[src/rtl/cbf_pkg.sv]
// Shared types and constants for the cassette block framer.
// No dependencies; every rtl file references this package by scoped name.
package cbf_pkg;

  localparam logic [7:0] SYNC_A    = 8'h55;
  localparam logic [7:0] SYNC_B    = 8'h3C;
  localparam logic [7:0] TRAILER   = 8'h55;
  localparam logic [7:0] MAX_BLOCK = 8'd255;

  // Depth of the command queue between front and back.
  localparam int QUEUE_DEPTH = 2;
  localparam int QPTR_W      = (QUEUE_DEPTH > 1) ? $clog2(QUEUE_DEPTH) : 1;
  localparam int QCNT_W      = $clog2(QUEUE_DEPTH + 1);

  localparam int STEP_W = 3;

  // Input item kinds.
  localparam logic KIND_OPEN    = 1'b0;
  localparam logic KIND_PAYLOAD = 1'b1;

  // One classified item: everything the back end needs to emit its bytes.
  typedef struct packed {
    logic       is_open;  // open a block (sync, type, length) vs. one payload byte
    logic       close;    // append checksum and trailer
    logic [7:0] btype;
    logic [7:0] blen;
    logic [7:0] dbyte;
    logic [7:0] sum;      // checksum to emit when close is set
  } cmd_t;

  // Which byte of the frame goes out.
  typedef enum logic [2:0] {
    SLOT_SYNC_A  = 3'd0,
    SLOT_SYNC_B  = 3'd1,
    SLOT_TYPE    = 3'd2,
    SLOT_LEN     = 3'd3,
    SLOT_SUM     = 3'd4,
    SLOT_TRAILER = 3'd5,
    SLOT_DATA    = 3'd6
  } slot_t;

endpackage

[src/rtl/cbf_front.sv]
// Front end: accepts items, tracks the open block and checksum, classifies
// each item into a command for the queue. Depends on cbf_pkg.
module cbf_front (
  input  logic               clk,
  input  logic               rst,
  input  logic               accept,
  input  logic               kind,
  input  logic [7:0]         block_type,
  input  logic [7:0]         block_length,
  input  logic [7:0]         data_byte,
  output logic               push,
  output cbf_pkg::cmd_t      cmd
);

  logic [7:0] remaining, remaining_next;
  logic [7:0] running_sum, running_sum_next;
  logic       block_open, block_open_next;

  logic [7:0] len_clamped;
  logic [7:0] open_sum;
  logic [7:0] data_sum;
  logic [7:0] rem_dec;

  always_comb begin
    len_clamped = (block_length > cbf_pkg::MAX_BLOCK) ? cbf_pkg::MAX_BLOCK : block_length;
    open_sum    = block_type + len_clamped;
    data_sum    = running_sum + data_byte;
    rem_dec     = remaining - 8'd1;

    remaining_next   = remaining;
    running_sum_next = running_sum;
    block_open_next  = block_open;
    push             = 1'b0;

    cmd.is_open = (kind == cbf_pkg::KIND_OPEN);
    cmd.close   = 1'b0;
    cmd.btype   = block_type;
    cmd.blen    = len_clamped;
    cmd.dbyte   = data_byte;
    cmd.sum     = open_sum;

    if (kind == cbf_pkg::KIND_OPEN) begin
      // an unfinished block is abandoned silently
      push = accept;
      if (len_clamped == 8'd0) begin
        cmd.close        = 1'b1;
        block_open_next  = 1'b0;
        remaining_next   = 8'd0;
        running_sum_next = 8'd0;
      end else begin
        block_open_next  = 1'b1;
        remaining_next   = len_clamped;
        running_sum_next = open_sum;
      end
    end else if (block_open) begin
      push    = accept;
      cmd.sum = data_sum;
      if (rem_dec == 8'd0) begin
        cmd.close        = 1'b1;
        block_open_next  = 1'b0;
        remaining_next   = 8'd0;
        running_sum_next = 8'd0;
      end else begin
        remaining_next   = rem_dec;
        running_sum_next = data_sum;
      end
    end
    // payload with no open block: drop
  end

  always_ff @(posedge clk) begin
    if (rst) begin
      remaining   <= 8'd0;
      running_sum <= 8'd0;
      block_open  <= 1'b0;
    end else if (accept) begin
      remaining   <= remaining_next;
      running_sum <= running_sum_next;
      block_open  <= block_open_next;
    end
  end

endmodule

[src/rtl/cbf_queue.sv]
// Short command queue between front and back end, built from flops.
// Depends on cbf_pkg for the command type and depth.
module cbf_queue (
  input  logic               clk,
  input  logic               rst,
  input  logic               push,
  input  cbf_pkg::cmd_t      push_cmd,
  output logic               full,
  input  logic               pop,
  output logic               head_valid,
  output cbf_pkg::cmd_t      head_cmd
);

  cbf_pkg::cmd_t                entries [cbf_pkg::QUEUE_DEPTH];
  logic [cbf_pkg::QPTR_W-1:0]   wr_ptr;
  logic [cbf_pkg::QPTR_W-1:0]   rd_ptr;
  logic [cbf_pkg::QCNT_W-1:0]   count;

  localparam logic [cbf_pkg::QPTR_W-1:0] LAST_PTR = cbf_pkg::QPTR_W'(cbf_pkg::QUEUE_DEPTH - 1);
  localparam logic [cbf_pkg::QCNT_W-1:0] FULL_CNT = cbf_pkg::QCNT_W'(cbf_pkg::QUEUE_DEPTH);

  logic do_push, do_pop;

  assign full       = (count == FULL_CNT);
  assign head_valid = (count != '0);
  assign head_cmd   = entries[rd_ptr];
  assign do_push    = push && !full;
  assign do_pop     = pop && head_valid;

  always_ff @(posedge clk) begin
    if (do_push) begin
      entries[wr_ptr] <= push_cmd;
    end
  end

  always_ff @(posedge clk) begin
    if (rst) begin
      wr_ptr <= '0;
      rd_ptr <= '0;
      count  <= '0;
    end else begin
      if (do_push) begin
        wr_ptr <= (wr_ptr == LAST_PTR) ? '0 : wr_ptr + 1'b1;
      end
      if (do_pop) begin
        rd_ptr <= (rd_ptr == LAST_PTR) ? '0 : rd_ptr + 1'b1;
      end
      if (do_push && !do_pop) begin
        count <= count + 1'b1;
      end else if (do_pop && !do_push) begin
        count <= count - 1'b1;
      end
    end
  end

endmodule

[src/rtl/cbf_back.sv]
// Back end: walks the head command byte by byte into the output register.
// Depends on cbf_pkg.
module cbf_back (
  input  logic               clk,
  input  logic               rst,
  input  logic               head_valid,
  input  cbf_pkg::cmd_t      head_cmd,
  output logic               pop,
  output logic               out_valid,
  input  logic               out_stall,
  output logic [7:0]         out_byte,
  output logic               last
);

  logic [cbf_pkg::STEP_W-1:0] step, step_next;
  cbf_pkg::slot_t             slot;
  logic                       load, emit, slot_last;
  logic [7:0]                 byte_sel;

  assign load = !out_valid || !out_stall;
  assign emit = head_valid && load;

  always_comb begin
    if (head_cmd.is_open) begin
      case (step)
        3'd0:    slot = cbf_pkg::SLOT_SYNC_A;
        3'd1:    slot = cbf_pkg::SLOT_SYNC_B;
        3'd2:    slot = cbf_pkg::SLOT_TYPE;
        3'd3:    slot = cbf_pkg::SLOT_LEN;
        3'd4:    slot = cbf_pkg::SLOT_SUM;
        default: slot = cbf_pkg::SLOT_TRAILER;
      endcase
    end else begin
      case (step)
        3'd0:    slot = cbf_pkg::SLOT_DATA;
        3'd1:    slot = cbf_pkg::SLOT_SUM;
        default: slot = cbf_pkg::SLOT_TRAILER;
      endcase
    end

    case (slot)
      cbf_pkg::SLOT_SYNC_A:  byte_sel = cbf_pkg::SYNC_A;
      cbf_pkg::SLOT_SYNC_B:  byte_sel = cbf_pkg::SYNC_B;
      cbf_pkg::SLOT_TYPE:    byte_sel = head_cmd.btype;
      cbf_pkg::SLOT_LEN:     byte_sel = head_cmd.blen;
      cbf_pkg::SLOT_SUM:     byte_sel = head_cmd.sum;
      cbf_pkg::SLOT_TRAILER: byte_sel = cbf_pkg::TRAILER;
      cbf_pkg::SLOT_DATA:    byte_sel = head_cmd.dbyte;
      default:               byte_sel = cbf_pkg::TRAILER;
    endcase

    // last byte: trailer, or length/payload when no close follows
    slot_last = (slot == cbf_pkg::SLOT_TRAILER)
             || (!head_cmd.close && (slot == cbf_pkg::SLOT_LEN || slot == cbf_pkg::SLOT_DATA));

    step_next = step;
    if (emit) begin
      step_next = slot_last ? '0 : step + 1'b1;
    end
  end

  assign pop = emit && slot_last;

  always_ff @(posedge clk) begin
    if (rst) begin
      step      <= '0;
      out_valid <= 1'b0;
    end else begin
      step <= step_next;
      if (load) begin
        out_valid <= head_valid;
      end
    end
  end

  always_ff @(posedge clk) begin
    if (emit) begin
      out_byte <= byte_sel;
      last     <= slot_last;
    end
  end

endmodule

[src/rtl/cassette_block_framer_top.sv]
// Cassette block framer: an opening item (kind 0) produces sync 55 3C, the
// type and the length; each payload item (kind 1) of the open block produces
// its byte, and the final payload byte (or a zero length) is followed by the
// mod-256 checksum of type, length and payload and a 55 trailer. Payload
// outside an open block is dropped. last marks the final byte of each item.
// An item is taken every cycle while the two-entry command queue has room;
// output runs at one byte per cycle while out_stall is low; a payload item emits
// one byte, an opening item four and a closing one two more, set by the output sequencer.
// Depends on cbf_pkg, cbf_front, cbf_queue and cbf_back.
module cassette_block_framer_top (
  input  logic       clk,
  input  logic       rst,
  input  logic       in_valid,
  output logic       in_stall,
  input  logic       kind,
  input  logic [7:0] block_type,
  input  logic [7:0] block_length,
  input  logic [7:0] data_byte,
  output logic       out_valid,
  input  logic       out_stall,
  output logic [7:0] out_byte,
  output logic       last
);

  logic          accept;
  logic          push;
  cbf_pkg::cmd_t push_cmd;
  logic          full;
  logic          pop;
  logic          head_valid;
  cbf_pkg::cmd_t head_cmd;

  assign in_stall = full;
  assign accept   = in_valid && !full;

  cbf_front u_front (
    .clk          (clk),
    .rst          (rst),
    .accept       (accept),
    .kind         (kind),
    .block_type   (block_type),
    .block_length (block_length),
    .data_byte    (data_byte),
    .push         (push),
    .cmd          (push_cmd)
  );

  cbf_queue u_queue (
    .clk        (clk),
    .rst        (rst),
    .push       (push),
    .push_cmd   (push_cmd),
    .full       (full),
    .pop        (pop),
    .head_valid (head_valid),
    .head_cmd   (head_cmd)
  );

  cbf_back u_back (
    .clk        (clk),
    .rst        (rst),
    .head_valid (head_valid),
    .head_cmd   (head_cmd),
    .pop        (pop),
    .out_valid  (out_valid),
    .out_stall  (out_stall),
    .out_byte   (out_byte),
    .last       (last)
  );

endmodule

[config.mk]
export PLATFORM = sky130hd
export DESIGN_NAME = cassette_block_framer_top
export DESIGN_NICKNAME = d
export VERILOG_FILES = /design/src/rtl/cbf_pkg.sv /design/src/rtl/cbf_front.sv /design/src/rtl/cbf_queue.sv /design/src/rtl/cbf_back.sv /design/src/rtl/cassette_block_framer_top.sv
export SDC_FILE = /design/constraint.sdc
export NUM_CORES = 1
export LEC_CHECK = 0
export ABC_AREA = 1
export BUFFER_PORTS_ARGS = -buffer_cell sky130_fd_sc_hd__clkbuf_2
export CAP_MARGIN = 20
export CORE_MARGIN = 2
export CORE_UTILIZATION = 30
export DETAILED_ROUTE_END_ITERATION = 16
export GPL_ROUTABILITY_DRIVEN = 0
export SLEW_MARGIN = 20
export SYNTH_ARGS = -nofsm -noshare
export SYNTH_HDL_FRONTEND = slang
export SYNTH_HIERARCHICAL = 1
export SYNTH_SLANG_ARGS = --single-unit
[constraint.sdc]
create_clock -name clk -period 8.8 [get_ports clk]
set_clock_uncertainty 0.05 [all_clocks]
set_input_delay 2.2 -clock clk [delete_from_list [all_inputs] [get_ports clk]]
set_output_delay 2.2 -clock clk [all_outputs]
set_load 0.01 [all_outputs]
Word level (Yosys, flattened, before mapping). Memory sizes are Yosys's and may differ from the RTL's. A register that Yosys moved wholly into a read port is not among the register bits. Index checks and enable logic that the tools add are counted. Widths: inputs -> output; s select.

Register bits: 34. Latch bits: 0. Bits in writable memories: 68. ROM bits: 0. Input port bits: 29. Output and inout bits: 11. Logic and storage cells: 90. Memories kept: 1.

Memories: u_queue.entries (depth 2, bits a word 34, rd ports 1, clocked after Yosys merged registers in 1, write ports 1, line cbf_queue.sv:14) `cbf_pkg::cmd_t entries [cbf_pkg::QUEUE_DEPTH];`.

$add $sub $neg: 8. $mul: 0. Divide/modulo/power cells: 0. Magnitude comparators: 1. Equality and inequality tests: 12. Shift operators: 0. Mux-type cells: 34. Bitwise logic cells: 1. Reductions and logical operators: 23.

Operator list (number): $mux 8 (11); $pmux 8 s5 (1); $add 8x8->8 (2); $logic_not 8->1 (2); $mux 1 (16); $pmux 3 s5 (1); $eq 3x2->1 const B (4); $eq 3x3->1 const B (4); $gt 8x8->1 const B (1); $logic_and 1x1->1 (8); $sub 8x1->8 const B (1); $eq 3x1->1 const B (2); $logic_not 1->1 (6); $mux 3 (2); $mux 2 (2); $pmux 2 s2 (1); $reduce_bool 2->1 (2); $add 3x1->3 const B (1); $logic_not 3->1 (1); $logic_or 1x1->1 (3); $add 1x1->1 const B (2); $add 2x1->2 const B (1); $eq 2x2->1 const B (1); $ne 2x1->1 const B (1); 3 further kinds (3).

Logic depth before layout (Yosys ltp).
Word-level depth: 12. Mapped depth: 20. Mapped depth without buffers: 19.

Hierarchy. Netlist, hierarchy kept.

Modules (own cells, without submodules): cbf_queue (instances 1, cells an instance 143, area an instance 2852.7 um^2, sequential area each 2142.1 um^2); cbf_front (instances 1, cells an instance 296, area an instance 1909.3 um^2, sequential area each 340.3 um^2); cbf_back (instances 1, cells an instance 133, area an instance 970.9 um^2, sequential area each 350.3 um^2); cassette_block_framer_top (instances 1, cells an instance 2, area an instance 10.0 um^2, sequential area each 0.0 um^2).

Least setup slack after synthesis. Ideal clock, no wire load.

Path kind: input port to flip-flop. Start: in kind. End: mem u_queue/entries[1][0] in the netlist's numbering, enable pin. Library setup time: 425 ps. Arrival time: 4317 ps. Required time: 8325 ps. Slack: 4008 ps. Stages: 7. Buffers on the path: 2. Cell sequence: buf_2 -> inv_2 -> o21ai_4 -> inv_2 -> buf_2 -> o21ai_2 -> nor2_1.

Cells in the longest elaborated chain, start to end: 4.

Ends and longest elaborated chain: start, declared (line cassette_block_framer_top.sv:15) `input logic kind,`; $mux 1 (line cbf_front.sv:42) `if (kind == cbf_pkg::KIND_OPEN) begin`; named net push (line cassette_block_framer_top.sv:26) `logic push;`; $logic_and 1x1->1 (line cbf_queue.sv:27) `assign do_push = push && !full;`; $mux 1 (line cbf_queue.sv:31) `if (do_push) begin`; $mux 1 (implied by the code) (line cbf_queue.sv:32) `entries[wr_ptr] <= push_cmd;`; end, declared (line cbf_queue.sv:14).

The timed path passes the listed nets, and every way through them passes these cells.

Final worst setup path.
Start: in kind. End: mem u_queue/entries[1][14] in the netlist's numbering, enable pin.

The elaborated chain is that of the path after synthesis.

==> metrics.yaml <==
leakage_nw: 2.67
rows: 50
grt_use_met1: 0.171
pre_cts_ws_ps: 4160
ctsResizeCount: 0
timing.final.ws_setup_ps: 4520
slew_headroom: 0.340
slew_viol_final: 0
synth_edf_count: 77
cp_max_fo: 34
gr-usage-met2: 0.186
arrival_ps: 4190
synth.cell_area_um2: 5740
drt-initial-drc-count: 224
period_needed_ps: 4280
firstDrtPassIters: 4
netlist.area_leader.share: 0.403
hpwl_um: 8900
final_nets: 642
whs_ps: 453
cts_buffers: 9
finalWirelength_um: 11900
grt_max_degree: 35
ys_async_sr_fraction: 0
synth_most_common_cell: "nand2_1"
end_kind: "flip-flop"
viasPerCell: 4.63
r2r_slack_ps: 5600
hold_viol_final: 0
die_h_um: 142
vias: 3836
grt-busiest-layer: "met2"
path_common_cell: "inv_2"
worst_pin_slew_ps: 988
min_period_over_period: 0.486
synthTopCellsByArea: "edfxtp_1 (40%), dfxtp_1 (9.1%), nand2_1 (8.2%)"
synth_common_cells: "nand2_1 (125), edfxtp_1 (77), inv_1 (57)"
ys_types: 38
peakVddDrop_uv: 105
root_buffer: "clkbuf_16"
outcome: "finished clean"
stdcell_count: 828
clk_path_buf_depth: 2
yosysSeqAreaShare: 0.493
ios: 40
grt_pass1_wl_um: 18900
synth_largest_area_cell: "edfxtp_1"
area_growth_pct: 9.61
hold_buffers: 0
r2r_cells: 18
setup_viol: 0
synthesis.nets: 627
startpoint_type: "primary input"
rsz0062_at_grt: "false"
maxCapViolations: 0
critPathMaxStageDelay_ps: 770
whs_path_depth: 2
initial_utilization: 0.306
core_um2: 18800
htree_levels: 3
met3_usage: 0.0357
slowest_stage: "nor2_4"
required_ps: 8710
clk-insertion-delay-late_ps: 340
synth.avg_cell_area_um2: 10.0
synth.ff_latch_count: 103
cts_tree: "built"
drive_gt1_frac: 0.210
min_from: "u_queue/rd_ptr$_SDFFE_PP0P_"
cp_cell_sequence: "clkbuf_2 -> inv_2 -> o21ai_4 -> inv_2 -> o21ai_2 -> nor2_4"
power_mw: 1.73
p_per_area_nw_per_um2: 274
drc: 0
synth_warnings: 6
grt_pass1_vias: 3689
dp_cells: 811
grt_use_total: 0.122
antenna_found_initial: 0
postCtsSetupBuffers: 0
gr-total-overflow: 0
die-area_um2: 20300
worst-setup-path-type: "in -> reg"
hold_path_class: "reg -> reg"
synth_ff_type: "edfxtp_1"
tns_ps: 0
cts.clk_slew.worst_paths_ps: 70
numClockSinks: 103
drt-wirelength-per-cell_um: 14.4
numPortBuffers: 39
die_w_um: 142
fmax_mhz: 234
drtAntennaViolNets: 0
r2r_end: "u_queue/count[1]$_SDFFE_PP0P_"
syn_inst: 574
antenna_cells: 0
## registers in the layout, summed over array words and instances (netlist names), named ones only
name	cells
u_front/running_sum	8
u_front/block_open	1
u_front/remaining	8
u_queue/rd_ptr	1
u_queue/count	2
u_queue/entries	68
u_back/out_byte	8
u_back/step	3
u_back/out_valid	1
u_back/last	1
u_queue/wr_ptr	1
## through the flow
stage	instance area, um2	util
finish	6290	0.335
global route	6290	0.335
CTS	6270	0.334
detailed placement	5950	0.317
global placement	5950	0.317
floorplan	5740	-
## layout make-up
| class | instances | area (um2) |
|---|---|---|
| clock buffers | 10 | 229 |
| clock inverters | 6 | 91.3 |
| fillers | 1911 | 12500 |
| inverters | 64 | 240 |
| multi-input cells | 371 | 2390 |
| flip-flops and latches | 103 | 2830 |
| well taps | 234 | 293 |
| repair buffers | 40 | 215 |
## layer usage
| metal | routed length, um | share of wire | vias to the layer above |
|---|---|---|---|
| li1 | - | - | 1963 |
| met1 | 5860 | 0.49 | 1787 |
| met2 | 5320 | 0.45 | 78 |
| met3 | 606 | 0.051 | 8 |
| met4 | 104 | 0.0087 | 0 |
| met5 | 0 | 0 | - |
## kinds of logic (layout without fill, tap and decap cells)
kind of cell | Yosys count | count (layout) | synth area share
AOI/OAI and AO/OA | 76 | 76 | 0.0797
xor gates and xnor gates | 11 | 11 | 0.0168
adders and majority gates | 24 | 24 | 0.0549
buffers and inverters | 100 | 120 | 0.0928
DFF | 103 | 103 | 0.493
muxes | 34 | 34 | 0.0863
and+or+nand+nor | 226 | 226 | 0.176
## power breakdown
group | internal, mW | switching [mW] | total, mW
clock network | 0.252 | 0.173 | 0.425
registers | 0.640 | 0.0417 | 0.682
logic | 0.226 | 0.394 | 0.620
## worst max-delay path, delay by kind of cell
family	cells	cell delay, ps
and+or+nand+nor	1	770
buffers and inverters	3	850
AOI/OAI and AO/OA	2	350
## layout by cell type (no fill, tap or decap), types with 2 or more instances in the layout
master,instances
nor2_2,7
bufinv_16,2
inv_2,7
o211ai_1,2
edfxtp_1,77
xnor2_1,2
fa_1,2
nand2_2,7
a31oi_1,2
nand4_1,12
nor2_1,29
a21oi_4,2
mux2_4,30
inv_1,57
a221oi_1,4
nand3_2,3
nand3_1,36
a211oi_1,2
nor2_4,2
ha_1,22
o21ai_2,2
clkbuf_2,39
mux2_2,4
clkbuf_16,9
inv_6,3
dfxtp_1,25
xor2_1,9
o21a_1,2
nand2_1,125
nand2_4,2
o21ai_0,17
a21oi_1,39
o21ai_1,2
## how the worst max path moves through the flow
stage	slack (ps)	start	endpoint	cells past startpoint
CTS	4520	kind	u_queue/entries[1][13]$_DFFE_PP_	6
global route	4370	kind	u_queue/entries[1][12]$_DFFE_PP_	6
floorplan	4010	kind	u_queue/entries[1][0]$_DFFE_PP_	7
detailed placement	4160	kind	u_queue/entries[1][8]$_DFFE_PP_	6
finish	4520	kind	u_queue/entries[1][14]$_DFFE_PP_	6
global placement	4220	kind	u_queue/entries[0][10]$_DFFE_PP_	6
Note: power is estimated with default switching activity, not from simulation.
